`config.mk`:
```
export PLATFORM = sky130hd
export DESIGN_NAME = tpc_cell
export DESIGN_NICKNAME = d
export VERILOG_FILES = /design/src/rtl/tree_plru_block_cache_tags_core_defines.svh /design/src/rtl/tpc_pkg.sv /design/src/rtl/tpc_cell.sv
export SDC_FILE = /design/constraint.sdc
export NUM_CORES = 1
export LEC_CHECK = 0
export ABC_AREA = 0
export BUFFER_PORTS_ARGS = -buffer_cell sky130_fd_sc_hd__buf_2
export CAP_MARGIN = 40
export CORE_MARGIN = 3
export CORE_UTILIZATION = 45
export CTS_CLUSTER_DIAMETER = 60
export CTS_CLUSTER_SIZE = 16
export DETAILED_ROUTE_END_ITERATION = 7
export PLACE_DENSITY = 0.9
export SYNTH_ARGS = -nofsm -noshare
export SYNTH_HDL_FRONTEND = slang
export SYNTH_SLANG_ARGS = --single-unit
```
`constraint.sdc`:
```
create_clock -name clk_i -period 1.8 [get_ports clk_i]
set_input_delay 0.36 -clock clk_i [delete_from_list [all_inputs] [get_ports clk_i]]
set_output_delay 0.36 -clock clk_i [all_outputs]
set_load 0.02 [all_outputs]
```
`src/rtl/tree_plru_block_cache_tags_core_defines.svh`:
```
// Assertion macros shared by the block cache tag controller.
`ifndef TREE_PLRU_BLOCK_CACHE_TAGS_CORE_DEFINES_SVH
`define TREE_PLRU_BLOCK_CACHE_TAGS_CORE_DEFINES_SVH

// Same-cycle implication, disabled while reset is asserted.
`define TPC_ASSERT_IMPL(lbl, clk, rstn, ante, cons, msg) \
  lbl: assert property (@(posedge clk) disable iff (!rstn) (ante) |-> (cons)) \
    else $error(msg);

// Next-cycle implication, disabled while reset is asserted.
`define TPC_ASSERT_NEXT(lbl, clk, rstn, ante, cons, msg) \
  lbl: assert property (@(posedge clk) disable iff (!rstn) (ante) |=> (cons)) \
    else $error(msg);

`endif

```
`src/rtl/tpc_pkg.sv`:
```
// Shared types and constants of the block cache tag controller.
`timescale 1ns / 1ps
package tpc_pkg;

  localparam int unsigned KEY_W = 64;
  localparam int unsigned IDX_W = 6;

  typedef enum logic [1:0] {
    CMD_PEEK  = 2'd0,
    CMD_STORE = 2'd1,
    CMD_QUERY = 2'd2
  } cmd_e;

  typedef enum logic [1:0] {
    ST_IDLE = 2'd0,
    ST_LOOK = 2'd1,
    ST_UPD  = 2'd2
  } state_e;

  // Controls broadcast to every line cell.
  typedef struct packed {
    logic capture;
    logic insert;
    logic or_dirty;
    logic dirty;
  } cell_ctl_t;

endpackage

```
`src/rtl/tpc_cell.sv`:
```
// One cache line cell: key, valid and dirty marks, match flag and priority link.
`timescale 1ns / 1ps
module tpc_cell (
  input  logic                       clk_i,
  input  logic                       rst_ni,
  input  tpc_pkg::cell_ctl_t         ctl_i,
  input  logic                       sel_i,
  input  logic [tpc_pkg::KEY_W-1:0]  key_i,
  input  logic                       found_i,
  output logic                       found_o,
  output logic                       first_o,
  output logic [tpc_pkg::KEY_W-1:0]  tag_o,
  output logic                       valid_o,
  output logic                       dirty_o
);

  logic [tpc_pkg::KEY_W-1:0] tag_q;
  logic                      valid_q, dirty_q, match_q;

  always_ff @(posedge clk_i) begin
    if (sel_i && ctl_i.insert) begin
      tag_q <= key_i;
    end
  end

  always_ff @(posedge clk_i or negedge rst_ni) begin
    if (!rst_ni) begin
      valid_q <= 1'b0;
      dirty_q <= 1'b0;
      match_q <= 1'b0;
    end else begin
      if (ctl_i.capture) begin
        match_q <= valid_q && (tag_q == key_i);
      end
      if (sel_i && ctl_i.insert) begin
        valid_q <= 1'b1;
        dirty_q <= ctl_i.dirty;
      end else if (sel_i && ctl_i.or_dirty) begin
        dirty_q <= dirty_q | ctl_i.dirty;
      end
    end
  end

  // The lowest matching line wins; the link tells later cells a match was seen.
  assign found_o = found_i | match_q;
  assign first_o = match_q & ~found_i;
  assign tag_o   = tag_q;
  assign valid_o = valid_q;
  assign dirty_o = dirty_q;

endmodule

```
-- Word level (Yosys, flattened, before mapping)
Cells that the tools add are included.
- $add $sub $neg: 0
- $mul: 0
- divide/modulo/power cells: 0
- order comparisons: 0
- equality and inequality tests: 1
- shifts and indexed selects: 0
- multiplexer cells: 2
- bitwise gates (word level): 4
- reduce and logical (&&, ||, !) cells: 4
- operator list (kind ; count):
    64-bit equality test ; 1
    1-bit logical AND ; 3
    1-bit 2-to-1 mux ; 2
    1-bit bitwise OR ; 2
    2-bit nonzero test ; 1
    1-bit bitwise AND ; 1
    1-bit NOT ; 1
- flip-flop bits (word level): 67
- bits in latches: 0
- bits in writable memories: 0
- bits in read-only memories: 0
- bits of input ports: 72
- output and inout port bits: 68
- word-level logic and storage cells: 15
- memories: 0

-- Depth between registers and ports, before layout
- depth after elaboration: 3
- gate-level depth with buffers: 5
- depth with buffers taken out: 5

-- Worst setup path after synthesis
No wires, ideal clock.
- path kind: input to register
- start: in ctl_i[2] (netlist bit)
- end: reg tag_q, in the netlist tag_o[0], enable pin
- setup time: 0.430 ns
- arrival: 1.888 ns
- required time: 1.370 ns
- setup slack: -0.518 ns
- stages: 1
- path buffers: 0
- cells stage by stage: and2_1
- longest elaborated chain between the ends: 1
- ends and longest elaborated chain (item ; line ; text):
    start, declared ; tpc_cell.sv:6 ; input tpc_pkg::cell_ctl_t ctl_i,
    1-bit logical AND ; tpc_cell.sv:21 ; if (sel_i && ctl_i.insert) begin
    end signal, assigned ; tpc_cell.sv:22 ; tag_q <= key_i;
    end, declared ; tpc_cell.sv:17 ; logic [tpc_pkg::KEY_W-1:0] tag_q;
No other way between the ends.
A chain may end at the register's enable or synchronous reset.

-- Final worst setup path
- start: reg tag_q, in the netlist tag_o[10]
- end: reg match_q
- longest elaborated chain between the ends: 2
- ends and longest elaborated chain (item ; line ; text):
    64-bit equality test ; tpc_cell.sv:33 ; match_q <= valid_q && (tag_q == key_i);
    1-bit logical AND ; tpc_cell.sv:33 ;
    end signal, assigned ; tpc_cell.sv:33 ;
    end, declared ; tpc_cell.sv:18 ; logic valid_q, dirty_q, match_q;
No other way between the ends.

==> results.toml <==
[layout]
syn_to_final_growth_pct = 35.2
fin_cells = 412
nNetsFinal = 404
final_layout_size_suffix_gt1_frac = 0.466
antennaDiodeCount = 0
stdcell_area_mm2 = 0.00379

[worst_setup_path]
cp-start-kind = "flop"
max_stage_delay_ns = 0.42
cp_top_family = "simple AND/OR/NAND/NOR gates"
cpMaxStageDelayCell = "edfxtp_1"
end_kind = "flop"
path_class = "flop to flop"
cp_max_fo = 2
critical_path_required_ns = 2.04
crit_buf_inv = 0
cp_cell_sequence = "xnor2_1, nand4_1, nor4_2, nand4_1, o32ai_2"
cp_common_cell = "nand4_1"
critical_path_arrival_ns = 1.84

[logic_synthesis]
synth_top_area_frac = 0.685
synth_cell_types = 23
synth_seq_area_share = 0.712
synth-compound-area-share = 0.0433
syn_nets = 251
synth_area_leaders = "edfxtp_1 69%, xnor2_1 15%, nand4_1 2.9%"
syn-cell-area_mm2 = 0.00281
ys_warn_count = 0
synth-xor-area-share = 0.159
avgSynthCellArea_um2 = 15.7
synth_mux_area_frac = 0
synth.ff_latch_count = 67
synth_top_family_by_area = "XOR/XNOR gates"
yosys.area.top_type = "edfxtp_1"
synthAdderAreaFrac = 0
synthCells = 179
yosys.area_share.simple = 0.0642

[sta]
rsz0062_at_grt = "false"
max_freq_mhz = 623
min_period_ns = 1.60
clock_skew_ns = 0.00730
tightest_slew_ns = 0.396
tns_ns = 0
setup_viol = 0
period_share = 0.891
report.final.slew_viol_count = 0
relSlewSlack = 0.736
hold_viol_final = 0

[routing]
drt-initial-drc-count = 116
drt-total-wl_um = 6450
drcViolationCount = 0
avgViaCountPerCell = 4.86
avgRoutedWirePerCell_um = 15.7
antenna_left = 0
drtPass1Iterations = 4
via_count = 2004

[clocking]
htreeDepth = 3
cts_max_path_buffers = 2
clk_latency_ns = 0.33
tritoncts = "built"
cts_buffers = 9
path_clk_slew_ns = 0.07
root_buffer = "clkbuf_8"
cts.sinks = 67

[placement]
port_buffers = 139
place_area_mm2 = 0.00362
gp_congestion = 0.805
hpwl_um = 5110
dp.cells = 395

[outcome]
status = "finished, final reports clean"

[run]
cap_violations = 0

[power_and_ir_drop]
p_leak_nw = 1.53
peakVddDrop_v = 0.000606
p_per_area_mw_per_mm2 = 908
power.total_mw = 3.45

[die]
dieArea_mm2 = 0.00722
die_x_um = 85.0
dieHeight_um = 85.0
rows = 28
io_pins = 140
start_util = 0.468
coreArea_mm2 = 0.00599

[global_routing]
grt_pass1_wl_um = 10400
grt-ovfl-total = 0
antenna_found_initial = 0
grt.total_usage = 0.188
grt_pass1_vias = 2101
grt_max_degree = 34

[min_path]
hold_class = "input pin to flop"
-- cells in the final DEF, fill, tap and decap left out, drive strengths merged --
cell type / count
clkbuf: 12
a221oi: 3
o2111ai: 3
xor2: 2
xnor2: 49
a222oi: 1
edfxtp: 64
o221ai: 1
dfrtp: 3
nand4: 13
and2: 1
dlygate4sd3: 1
o32ai: 1
o211ai: 1
nand2: 1
clkinv: 4
nand2b: 6
buf: 141
or2: 2
nand3: 1
a22o: 1
o22ai: 2
nor4: 2
nor3: 2
nor2: 3
o21ai: 1
inv: 16
-- layout make-up --
cell class | instances | area (µm²)
repair buffers | 142 | 733
multi-input cells | 96 | 756
fillers | 482 | 2200
clock inverters | 4 | 17.5
flip-flops and latches | 67 | 2000
clock buffers | 12 | 135
inverters | 16 | 60.1
well taps | 75 | 93.8
-- where the power goes --
group | internal (mW) | switching, mW
registers | 1.83 | 0.0653
clock network | 0.487 | 0.515
logic | 0.235 | 0.315
total | 2.55 | 0.895
-- timing repair --
action / in CTS / in global routing
gates resized for setup: 0 / 1
hold endpoints to repair: 3 / 0
endpoints found under the setup margin: 0 / 1
buffers inserted: 0 / 0
hold buffers: 1 / 0
-- routing by layer --
metal	track usage	vias to the layer above	part of all wire
met5	0	-	0
met4	0.0820	0	0.017
met3	0.0699	12	0.089
met2	0.299	89	0.49
met1	0.229	931	0.40
li1	-	972	-
-- final timing paths --
| path | from | end | slack, ns | cells past startpoint |
|---|---|---|---|---|
| max | tag_o[10] | match_q | 0.20 | 5 |
| min | key_i[53] | tag_o[53] | 0.22 | 1 |
| max reg2reg | tag_o[10] | match_q | 0.20 | 5 |
| min reg2reg | valid_o | valid_o | 0.50 | 1 |
| max in group asynchronous | rst_ni | valid_o | 1.34 | 2 |
| min in group asynchronous | rst_ni | dirty_o | 0.35 | 2 |
-- state kept, by name (all words and copies together), names as in the netlist --
| signal | flops |
|---|---|
| dirty_o | 1 |
| valid_o | 1 |
| match_q | 1 |
| tag_o | 64 |
-- per-stage QoR --
stage                      util  setup WS, ns  hold slack, ns
after floorplan               -         0.178          0.0644
after CTS                 0.632        0.0826           0.204
after detailed placement  0.605        0.0419           0.163
after global routing      0.633        0.0423           0.194
final                     0.633         0.196           0.221
after global placement    0.605        0.0684           0.170
-- logic make-up after synthesis --
family,count (synthesis)
AND/OR/NAND/NOR,31
buffers and inverters,16
AO/OA/AOI/OAI,14
flip-flops,67
XOR/XNOR,51
-- synth_stat cells --
library cell  instances
nand2b_1              6
or2_2                 2
o21ai_0               1
inv_1                16
a221oi_1              3
o2111ai_1             3
o22ai_1               2
xor2_1                2
a22o_1                1
nand2_1               1
dfrtp_1               3
o211ai_1              1
nand3_1               1
nor4_1                2
xnor2_1              49
nor3_1                2
o32ai_2               1
nand4_1              13
a222oi_1              1
edfxtp_1             64
o221ai_1              1
and2_1                1
nor2_1                3
No activity file was read; power rests on OpenSTA's default activity.
