<file path="src/rtl/tree_plru_block_cache_tags_core_defines.svh">
// Assertion macros shared by the block cache tag controller.
`ifndef TREE_PLRU_BLOCK_CACHE_TAGS_CORE_DEFINES_SVH
`define TREE_PLRU_BLOCK_CACHE_TAGS_CORE_DEFINES_SVH

// Same-cycle implication, disabled while reset is asserted.
`define TPC_ASSERT_IMPL(lbl, clk, rstn, ante, cons, msg) \
  lbl: assert property (@(posedge clk) disable iff (!rstn) (ante) |-> (cons)) \
    else $error(msg);

// Next-cycle implication, disabled while reset is asserted.
`define TPC_ASSERT_NEXT(lbl, clk, rstn, ante, cons, msg) \
  lbl: assert property (@(posedge clk) disable iff (!rstn) (ante) |=> (cons)) \
    else $error(msg);

`endif

</file>
<file path="src/rtl/tpc_plru.sv">
// Tree pseudo-LRU state with victim walk and touch update.
`timescale 1ns / 1ps
module tpc_plru #(
  parameter int unsigned LINE_BITS = 6
) (
  input  logic                 clk_i,
  input  logic                 rst_ni,
  input  logic                 touch_i,
  input  logic [LINE_BITS-1:0] line_i,
  output logic [LINE_BITS-1:0] victim_o
);

  localparam int unsigned Nodes = (1 << LINE_BITS) - 1;

  logic [Nodes-1:0] tree_q, tree_d;

  // Follow the tree bits from the root down to a leaf.
  always_comb begin
    logic [LINE_BITS-1:0] pre;
    logic [LINE_BITS-1:0] node;
    pre = '0;
    for (int k = 0; k < LINE_BITS; k++) begin
      node = LINE_BITS'((1 << k) - 1) + pre;
      pre  = LINE_BITS'({pre, tree_q[node]});
    end
    victim_o = pre;
  end

  // Touching a line points every node on its path away from it.
  always_comb begin
    logic [LINE_BITS-1:0] node;
    tree_d = tree_q;
    for (int k = 0; k < LINE_BITS; k++) begin
      node = LINE_BITS'((1 << k) - 1) + LINE_BITS'(line_i >> (LINE_BITS - k));
      tree_d[node] = ~line_i[LINE_BITS-1-k];
    end
  end

  always_ff @(posedge clk_i or negedge rst_ni) begin
    if (!rst_ni) begin
      tree_q <= '0;
    end else if (touch_i) begin
      tree_q <= tree_d;
    end
  end

endmodule

</file>
<file path="config.mk">
export PLATFORM = sky130hd
export DESIGN_NAME = tpc_plru
export DESIGN_NICKNAME = d
export VERILOG_FILES = /design/src/rtl/tree_plru_block_cache_tags_core_defines.svh /design/src/rtl/tpc_plru.sv
export SDC_FILE = /design/constraint.sdc
export NUM_CORES = 1
export LEC_CHECK = 0
export ABC_AREA = 1
export BUFFER_PORTS_ARGS = -buffer_cell sky130_fd_sc_hd__buf_4
export CAP_MARGIN = 20
export CORE_MARGIN = 5
export CORE_UTILIZATION = 29
export DETAILED_ROUTE_END_ITERATION = 7
export GPL_ROUTABILITY_DRIVEN = 0
export PLACE_DENSITY = 0.52
export SYNTH_ARGS = -nofsm -noshare
export SYNTH_HDL_FRONTEND = slang
export SYNTH_SLANG_ARGS = --single-unit
</file>
<file path="constraint.sdc">
create_clock -name clk_i -period 3.1 [get_ports clk_i]
set_input_delay 0.155 -clock clk_i [delete_from_list [all_inputs] [get_ports clk_i]]
set_output_delay 0.155 -clock clk_i [all_outputs]
set_load 0.1 [all_outputs]
</file>
---- Yosys cells after proc, flatten, opt, wreduce, memory -nomap -nowiden ----
Index checks and enable logic that the tools add are counted.
word-level totals
  output and inout bits ................... 6
  input bits .............................. 9
  bits in registers ....................... 63
  word-level logic and storage cells ...... 62
operators by class
  mux-type cells .......................... 25
  magnitude comparators ................... 15
  add/subtract/negate cells ............... 10
  reduce and logical (&&, ||, !) cells .... 5
  bitwise logic cells ..................... 6
operators with widths
  kind                 number
  $bwmux 63            5
  $bmux 1 s6           5
  $demux 1 s6          5
  $lt 2x7->1 const B   2
  $lt 3x7->1 const B   2
  $lt 4x7->1 const B   2
  $lt 5x7->1 const B   2
  $lt 6x7->1 const B   2
  $add 5x5->6 const A  2
  $add 4x4->5 const A  2
  $mux 1               10
  $add 3x3->4 const A  2
  $add 2x2->3 const A  2
  $ge 6x1->1 const B   1
  $not 1->1            6
  $ge 5x1->1 const B   1
  $logic_and 1x1->1    5
  $add 1x1->2 const A  2
  $ge 4x1->1 const B   1
  $ge 3x1->1 const B   1
  $ge 2x1->1 const B   1

---- Longest topological paths before layout ----
  depth in word-level cells ............... 15
  mapped depth ............................ 31

---- Worst setup path before layout ----
Ideal clock, no wire load.
  path kind ............................... flip-flop to output port
  start ................................... register tree_q[0]
  end ..................................... output victim_o[0]
  buffers on the path ..................... 2
  arrival ................................. 4446 ps
  setup slack ............................. -1501 ps
  cell stages (with the launch flop) ...... 25
  path through ............................ dfrtp_1 inv_2 nand2_4 nand2_4 nand2_1 nand3_1 nand3_2 nand2_2 buf_6 nand2_1 nand2_1 nand2_1 nand3_2 nand3_4 nand2_4 inv_2 clkbuf_1 nand2_1 nand2_1 nand2_1 nand3_1 nand3_1 nand3_1 nand2_1 nand2_1
on the way
  longest elaborated chain between the ends .. 15
RTL lines
  what                            RTL line        text
  from (decl)                     tpc_plru.sv:15  logic [Nodes-1:0] tree_q, tree_d;
  from (signal assigned)          tpc_plru.sv:43  tree_q <= tree_d;
  $add 1x1->2                     tpc_plru.sv:23  node = LINE_BITS'((1 << k) - 1) + pre;
  $bmux 1 s6 *                    tpc_plru.sv:24  pre = LINE_BITS'({pre, tree_q[node]});
  $mux 1 (implied by the code) *  tpc_plru.sv:24
  via victim_o[4]                 tpc_plru.sv:10  output logic [LINE_BITS-1:0] victim_o
  $add 2x2->3 *                   tpc_plru.sv:23
  $bmux 1 s6 *                    tpc_plru.sv:24
  $mux 1 (implied by the code) *  tpc_plru.sv:24
  via victim_o[3]                 tpc_plru.sv:10
  [... 2 more ...]                -
  $mux 1 (implied by the code) *  tpc_plru.sv:24
  via victim_o[2]                 tpc_plru.sv:10
  $add 4x4->5                     tpc_plru.sv:23
  $bmux 1 s6                      tpc_plru.sv:24
  $mux 1 (implied by the code)    tpc_plru.sv:24
  $add 5x5->6 *                   tpc_plru.sv:23
  $bmux 1 s6 *                    tpc_plru.sv:24
  $mux 1 (implied by the code) *  tpc_plru.sv:24
  to (decl)                       tpc_plru.sv:10
Mark *: on every way through the listed nets, which the timed path passes. The rest lies on a longest branch. The select of a mux whose other input is x is not followed.

---- Worst setup path in the final report ----
  start ................................... register tree_q[0]
  end ..................................... output victim_o[0]
on the way
  longest elaborated chain between the ends .. 15
RTL lines
  what                            RTL line
  $add 1x1->2                     tpc_plru.sv:23
  $bmux 1 s6                      tpc_plru.sv:24
  $mux 1 (implied by the code)    tpc_plru.sv:24
  $add 2x2->3                     tpc_plru.sv:23
  $bmux 1 s6                      tpc_plru.sv:24
  $mux 1 (implied by the code)    tpc_plru.sv:24
  $add 3x3->4                     tpc_plru.sv:23
  $bmux 1 s6                      tpc_plru.sv:24
  $mux 1 (implied by the code)    tpc_plru.sv:24
  $add 4x4->5                     tpc_plru.sv:23
  $bmux 1 s6                      tpc_plru.sv:24
  $mux 1 (implied by the code)    tpc_plru.sv:24
  $add 5x5->6                     tpc_plru.sv:23
  $bmux 1 s6 *                    tpc_plru.sv:24
  $mux 1 (implied by the code) *  tpc_plru.sv:24
Every way passes the cells marked *; elsewhere a longest branch is shown, timed or not. The select of a mux whose other input is x is not followed.

==> flow_summary.html <==
<table>
<tr><th>Metric</th><th>Value</th></tr>
<tr><th colspan="2">Floorplan</th></tr>
<tr><td>Initial cell density of the core</td><td>29.7%</td></tr>
<tr><td>Vert. Die Dim</td><td>between 100 and 150 um</td></tr>
<tr><td># rows</td><td>46</td></tr>
<tr><td>Die width</td><td>138 um</td></tr>
<tr><td># IOs</td><td>15</td></tr>
<tr><td>Area of the core</td><td>16,000 um2</td></tr>
<tr><td>Die Area</td><td>19,000 um2</td></tr>
<tr><th colspan="2">Finish</th></tr>
<tr><td>Final standard cell count with taps included and fillers excluded</td><td>1,016</td></tr>
<tr><td>Max FFs per register</td><td>between 60 and 70</td></tr>
<tr><td>Final Util</td><td>between 30% and 40%</td></tr>
<tr><td>Biggest register</td><td>tree_q</td></tr>
<tr><td>Area growth from synthesis to layout</td><td>34.5%</td></tr>
<tr><td>Post-layout net count</td><td>811</td></tr>
<tr><td>Number of inserted diodes</td><td>0</td></tr>
<tr><td>Regs by FF count</td><td>tree_q (63)</td></tr>
<tr><td>Layout cells sized above 1</td><td>26.4%</td></tr>
<tr><th colspan="2">Global routing</th></tr>
<tr><td>Combined global-route utilization of all metal layers</td><td>17.0%</td></tr>
<tr><td>Vias in the first global route</td><td>4,739</td></tr>
<tr><td>Largest net degree at the start of global routing</td><td>64</td></tr>
<tr><td>Antenna violations before repair</td><td>0</td></tr>
<tr><td>Leftover overflow at the end of global routing</td><td>0</td></tr>
<tr><td>Wire length of the first global-routing pass</td><td>25,400 um</td></tr>
<tr><th colspan="2">Clock network</th></tr>
<tr><td>Longest Clk Path Bufs</td><td>2</td></tr>
<tr><td>Number of buffers inserted during clock tree synthesis</td><td>9</td></tr>
<tr><td>Clock tree root driver cell</td><td>sky130_fd_sc_hd__clkbuf_16</td></tr>
<tr><td>Clock-pin slew reported for the worst setup and hold paths after clock tree synthesis</td><td>0.05 ns</td></tr>
<tr><td>Insertion delay of the later-clocked pin in the worst-skew pair</td><td>0.32 ns</td></tr>
<tr><td>Clock Sink Count</td><td>63</td></tr>
<tr><td>TritonCTS clock tree</td><td>built</td></tr>
<tr><td>CTS HTree Levels</td><td>3</td></tr>
<tr><th colspan="2">Power</th></tr>
<tr><td>Areal power density over the cells</td><td>886 nW/um2</td></tr>
<tr><td>Total power</td><td>0.00566 W</td></tr>
<tr><td>Leakage power total</td><td>3.03 nW</td></tr>
<tr><td>Peak VDD IR</td><td>0.000309 V</td></tr>
<tr><th colspan="2">STA</th></tr>
<tr><td>Number of failing setup endpoints in the final timing report</td><td>2</td></tr>
<tr><td>Hold Vio Cnt, Final</td><td>0</td></tr>
<tr><td>RSZ-0062 raised after global routing</td><td>yes</td></tr>
<tr><td>Final-report max-slew violation count</td><td>0</td></tr>
<tr><td>Post-route setup TNS</td><td>-0.882 ns</td></tr>
<tr><td>Maximum frequency from static timing analysis</td><td>257 MHz</td></tr>
<tr><td>Min cycle time layout</td><td>3.89 ns</td></tr>
<tr><td>Period utilisation layout</td><td>125%</td></tr>
<tr><td>Slew HR</td><td>39.3%</td></tr>
<tr><td>Worst clock skew</td><td>0 ns</td></tr>
<tr><td>Crit path setup slack, layout</td><td>-0.786 ns</td></tr>
<tr><td>Worst slew pin tran</td><td>between 0.9 and 1 ns</td></tr>
<tr><th colspan="2">Critical path</th></tr>
<tr><td>Critical path startpoint category</td><td>flop</td></tr>
<tr><td>Cell at the slowest stage of the critical path</td><td>sky130_fd_sc_hd__dfrtp_2</td></tr>
<tr><td>Most common cell type on the critical path</td><td>sky130_fd_sc_hd__nand2_1</td></tr>
<tr><td>Data required time of the critical path</td><td>between 2 and 3 ns</td></tr>
<tr><td>Category of the critical setup timing path</td><td>flop to output port</td></tr>
<tr><td>Worst reg2reg path depth</td><td>4</td></tr>
<tr><td>Worst reg-to-reg setup slack</td><td>2.00 ns</td></tr>
<tr><td>Longest individual stage delay on the worst path</td><td>0.42 ns</td></tr>
<tr><td>Maximum fanout count along the critical path</td><td>10</td></tr>
<tr><td>Worst reg2reg endpoint</td><td>tree_q[1]</td></tr>
<tr><td>Nature of the critical path endpoint</td><td>output port</td></tr>
<tr><td>Launch instance of the worst register-to-register path</td><td>tree_q[1]</td></tr>
<tr><td>Arrival time reported for the critical path endpoint</td><td>around 3.7 ns</td></tr>
<tr><th colspan="2">Yosys</th></tr>
<tr><td>Largest cells by area after synthesis</td><td>sky130_fd_sc_hd__dfrtp_1, sky130_fd_sc_hd__nand2_1, sky130_fd_sc_hd__nand3_1</td></tr>
<tr><td>Synth Warn #</td><td>0</td></tr>
<tr><td>Netlist cell types</td><td>37</td></tr>
<tr><td>Cell count after synthesis</td><td>727</td></tr>
<tr><td>Post-synthesis sequential element count</td><td>63</td></tr>
<tr><td>Most instantiated cells after synthesis</td><td>sky130_fd_sc_hd__nand2_1, sky130_fd_sc_hd__nand3_1, sky130_fd_sc_hd__nor2_1</td></tr>
<tr><td>Post-Syn Area</td><td>4750 um2</td></tr>
<tr><td>Syn Nets</td><td>743</td></tr>
<tr><td>Ys async rst share</td><td>100%</td></tr>
<tr><td>Cell taking the most area after synthesis</td><td>sky130_fd_sc_hd__dfrtp_1</td></tr>
<tr><td>Sequential area share after synthesis</td><td>33.2%</td></tr>
<tr><td>Share of the synthesized area in the top cell type</td><td>33.2%</td></tr>
<tr><td>Average footprint of a synthesized cell</td><td>between 6 and 7 um2</td></tr>
<tr><td>EDFF count, synth</td><td>0</td></tr>
<tr><td>Synth Flop Type</td><td>sky130_fd_sc_hd__dfrtp_1</td></tr>
<tr><td>Most common cell in the synthesized netlist</td><td>sky130_fd_sc_hd__nand2_1</td></tr>
<tr><th colspan="2">Hold path</th></tr>
<tr><td>Number of cells traversed by the worst hold path</td><td>2</td></tr>
<tr><td>Hold Path End</td><td>tree_q[28]</td></tr>
<tr><td>Hold path startpoint</td><td>line_i[1]</td></tr>
<tr><td>Hold/Removal Path Class</td><td>input pin to flop</td></tr>
<tr><th colspan="2">Detailed routing</th></tr>
<tr><td>DRC violations left</td><td>0</td></tr>
<tr><td>Antenna Nets Post-Route</td><td>0</td></tr>
<tr><td>Wirelength, routed</td><td>16,200 um</td></tr>
<tr><td>Total via count in the routed design</td><td>just over 5,000</td></tr>
<tr><td>DRC violation total after the first TritonRoute iteration</td><td>603</td></tr>
<tr><td>Vias per std cell</td><td>~5.1</td></tr>
<tr><td>Wire length per cell</td><td>16.0 um</td></tr>
<tr><td>Number of iterations in the first detailed-routing pass</td><td>5</td></tr>
<tr><th colspan="2">Job</th></tr>
<tr><td>Max-cap violations</td><td>0</td></tr>
<tr><th colspan="2">Placed design</th></tr>
<tr><td>Post-DP HPWL</td><td>11,300 um</td></tr>
<tr><td>Placed Cells</td><td>981</td></tr>
<tr><td>Count of input and output buffers</td><td>14</td></tr>
<tr><th colspan="2">Run status</th></tr>
<tr><td>Status</td><td>finished with violations</td></tr>
<tr><td>Violations in the final reports</td><td>negative setup slack</td></tr>
</table>
placed cells by master (no fill, tap or decap), types with 2 or more instances in the layout:
cell / n
sky130_fd_sc_hd__o21ai_1: 2
sky130_fd_sc_hd__clkinv_4: 2
sky130_fd_sc_hd__o311ai_0: 2
sky130_fd_sc_hd__nand4_1: 17
sky130_fd_sc_hd__dfrtp_1: 62
sky130_fd_sc_hd__o21ai_0: 29
sky130_fd_sc_hd__o211ai_1: 2
sky130_fd_sc_hd__buf_4: 77
sky130_fd_sc_hd__buf_6: 4
sky130_fd_sc_hd__or2_2: 9
sky130_fd_sc_hd__nand2_2: 28
sky130_fd_sc_hd__nand2_4: 13
sky130_fd_sc_hd__inv_2: 5
sky130_fd_sc_hd__o22ai_1: 2
sky130_fd_sc_hd__nand3_1: 59
sky130_fd_sc_hd__a31o_2: 2
sky130_fd_sc_hd__nand2_8: 4
sky130_fd_sc_hd__a31oi_1: 28
sky130_fd_sc_hd__nor3_1: 6
sky130_fd_sc_hd__nand2_1: 164
sky130_fd_sc_hd__nor2_1: 70
sky130_fd_sc_hd__clkinv_1: 3
sky130_fd_sc_hd__inv_1: 65
sky130_fd_sc_hd__nand3_4: 9
sky130_fd_sc_hd__clkbuf_16: 9
sky130_fd_sc_hd__nor4_1: 2
sky130_fd_sc_hd__o31ai_1: 5
sky130_fd_sc_hd__ha_1: 7
sky130_fd_sc_hd__buf_12: 7
sky130_fd_sc_hd__nand3b_1: 5
sky130_fd_sc_hd__a21oi_1: 48
sky130_fd_sc_hd__nand3_2: 29
sky130_fd_sc_hd__clkinvlp_4: 2
sky130_fd_sc_hd__mux2i_1: 6
final cells by class:
| cell class | count | area, um2 |
|---|---|---|
| inverter | 75 | 288 |
| clock buffer | 10 | 239 |
| tap | 216 | 270 |
| fill | 1692 | 9610 |
| multi-input combinational | 556 | 3170 |
| timing repair buffer | 90 | 778 |
| sequential | 63 | 1580 |
| clock inverter | 6 | 68.8 |
where the power goes:
part | internal [W] | switching, W
Clock | 0.000648 | 0.000387
Combinational | 0.00135 | 0.00208
Sequential | 0.00104 | 0.000158
Total | 0.00304 | 0.00262
kinds of logic (layout without fill, tap and decap cells):
group | after synthesis | after routing | synth area share (%)
DFF | 63 | 63 | 33.2
adders and majority gates | 7 | 7 | 1.84
and+or+nand+nor | 416 | 417 | 39.1
muxes | 6 | 6 | 1.26
AOI/OAI and AO/OA | 125 | 125 | 15.1
xor gates and xnor gates | 1 | 1 | 0.184
buffers and inverters | 109 | 181 | 9.33
through the flow:
step | setup WS (ns) | hold WS [ns] | cell area [um2]
2_1_floorplan | -0.344 | -0.141 | 4870
3_3_place_gp | -0.584 | 0.319 | 5540
3_5_place_dp | -0.588 | 0.313 | 5540
4_1_cts | -0.612 | 0.168 | 5990
5_1_grt | -0.996 | 0.187 | 6390
6_report | -0.786 | 0.172 | 6390
worst max path at each step:
stage | end | from | slack (ns)
floorplan | victim_o[0] | tree_q[0] | -0.34
global placement | victim_o[0] | tree_q[0] | -0.58
detailed placement | victim_o[0] | tree_q[0] | -0.59
CTS | victim_o[0] | tree_q[0] | -0.61
global route | victim_o[0] | tree_q[0] | -1.0
finish | victim_o[0] | tree_q[0] | -0.79
repair_timing:
item                                    4_1_cts  5_1_grt
hold buffers                                  1        0
endpoints found under the setup margin        2        2
setup buffers                                 3       12
pin swaps                                     8       36
endpoints found under the hold margin        63        0
gates resized for setup                      26       62
cloned                                        0        2
layer usage:
metal | global-route usage (%) | routed length [um] | vias up
met2 | 27.1 | 7500 | 136
met1 | 24.2 | 7890 | 2428
met4 | 5.16 | 329 | 0
li1 | - | - | 2574
met5 | 0 | 0 | -
met3 | 1.81 | 518 | 29
critical path, delay by kind of cell (launching register included):
family / cells / cell delay, ns
simple gates: 24 / 2.20
buf+inv: 6 / 0.77
flops: 1 / 0.42
Note: power is estimated with default switching activity, not from simulation.
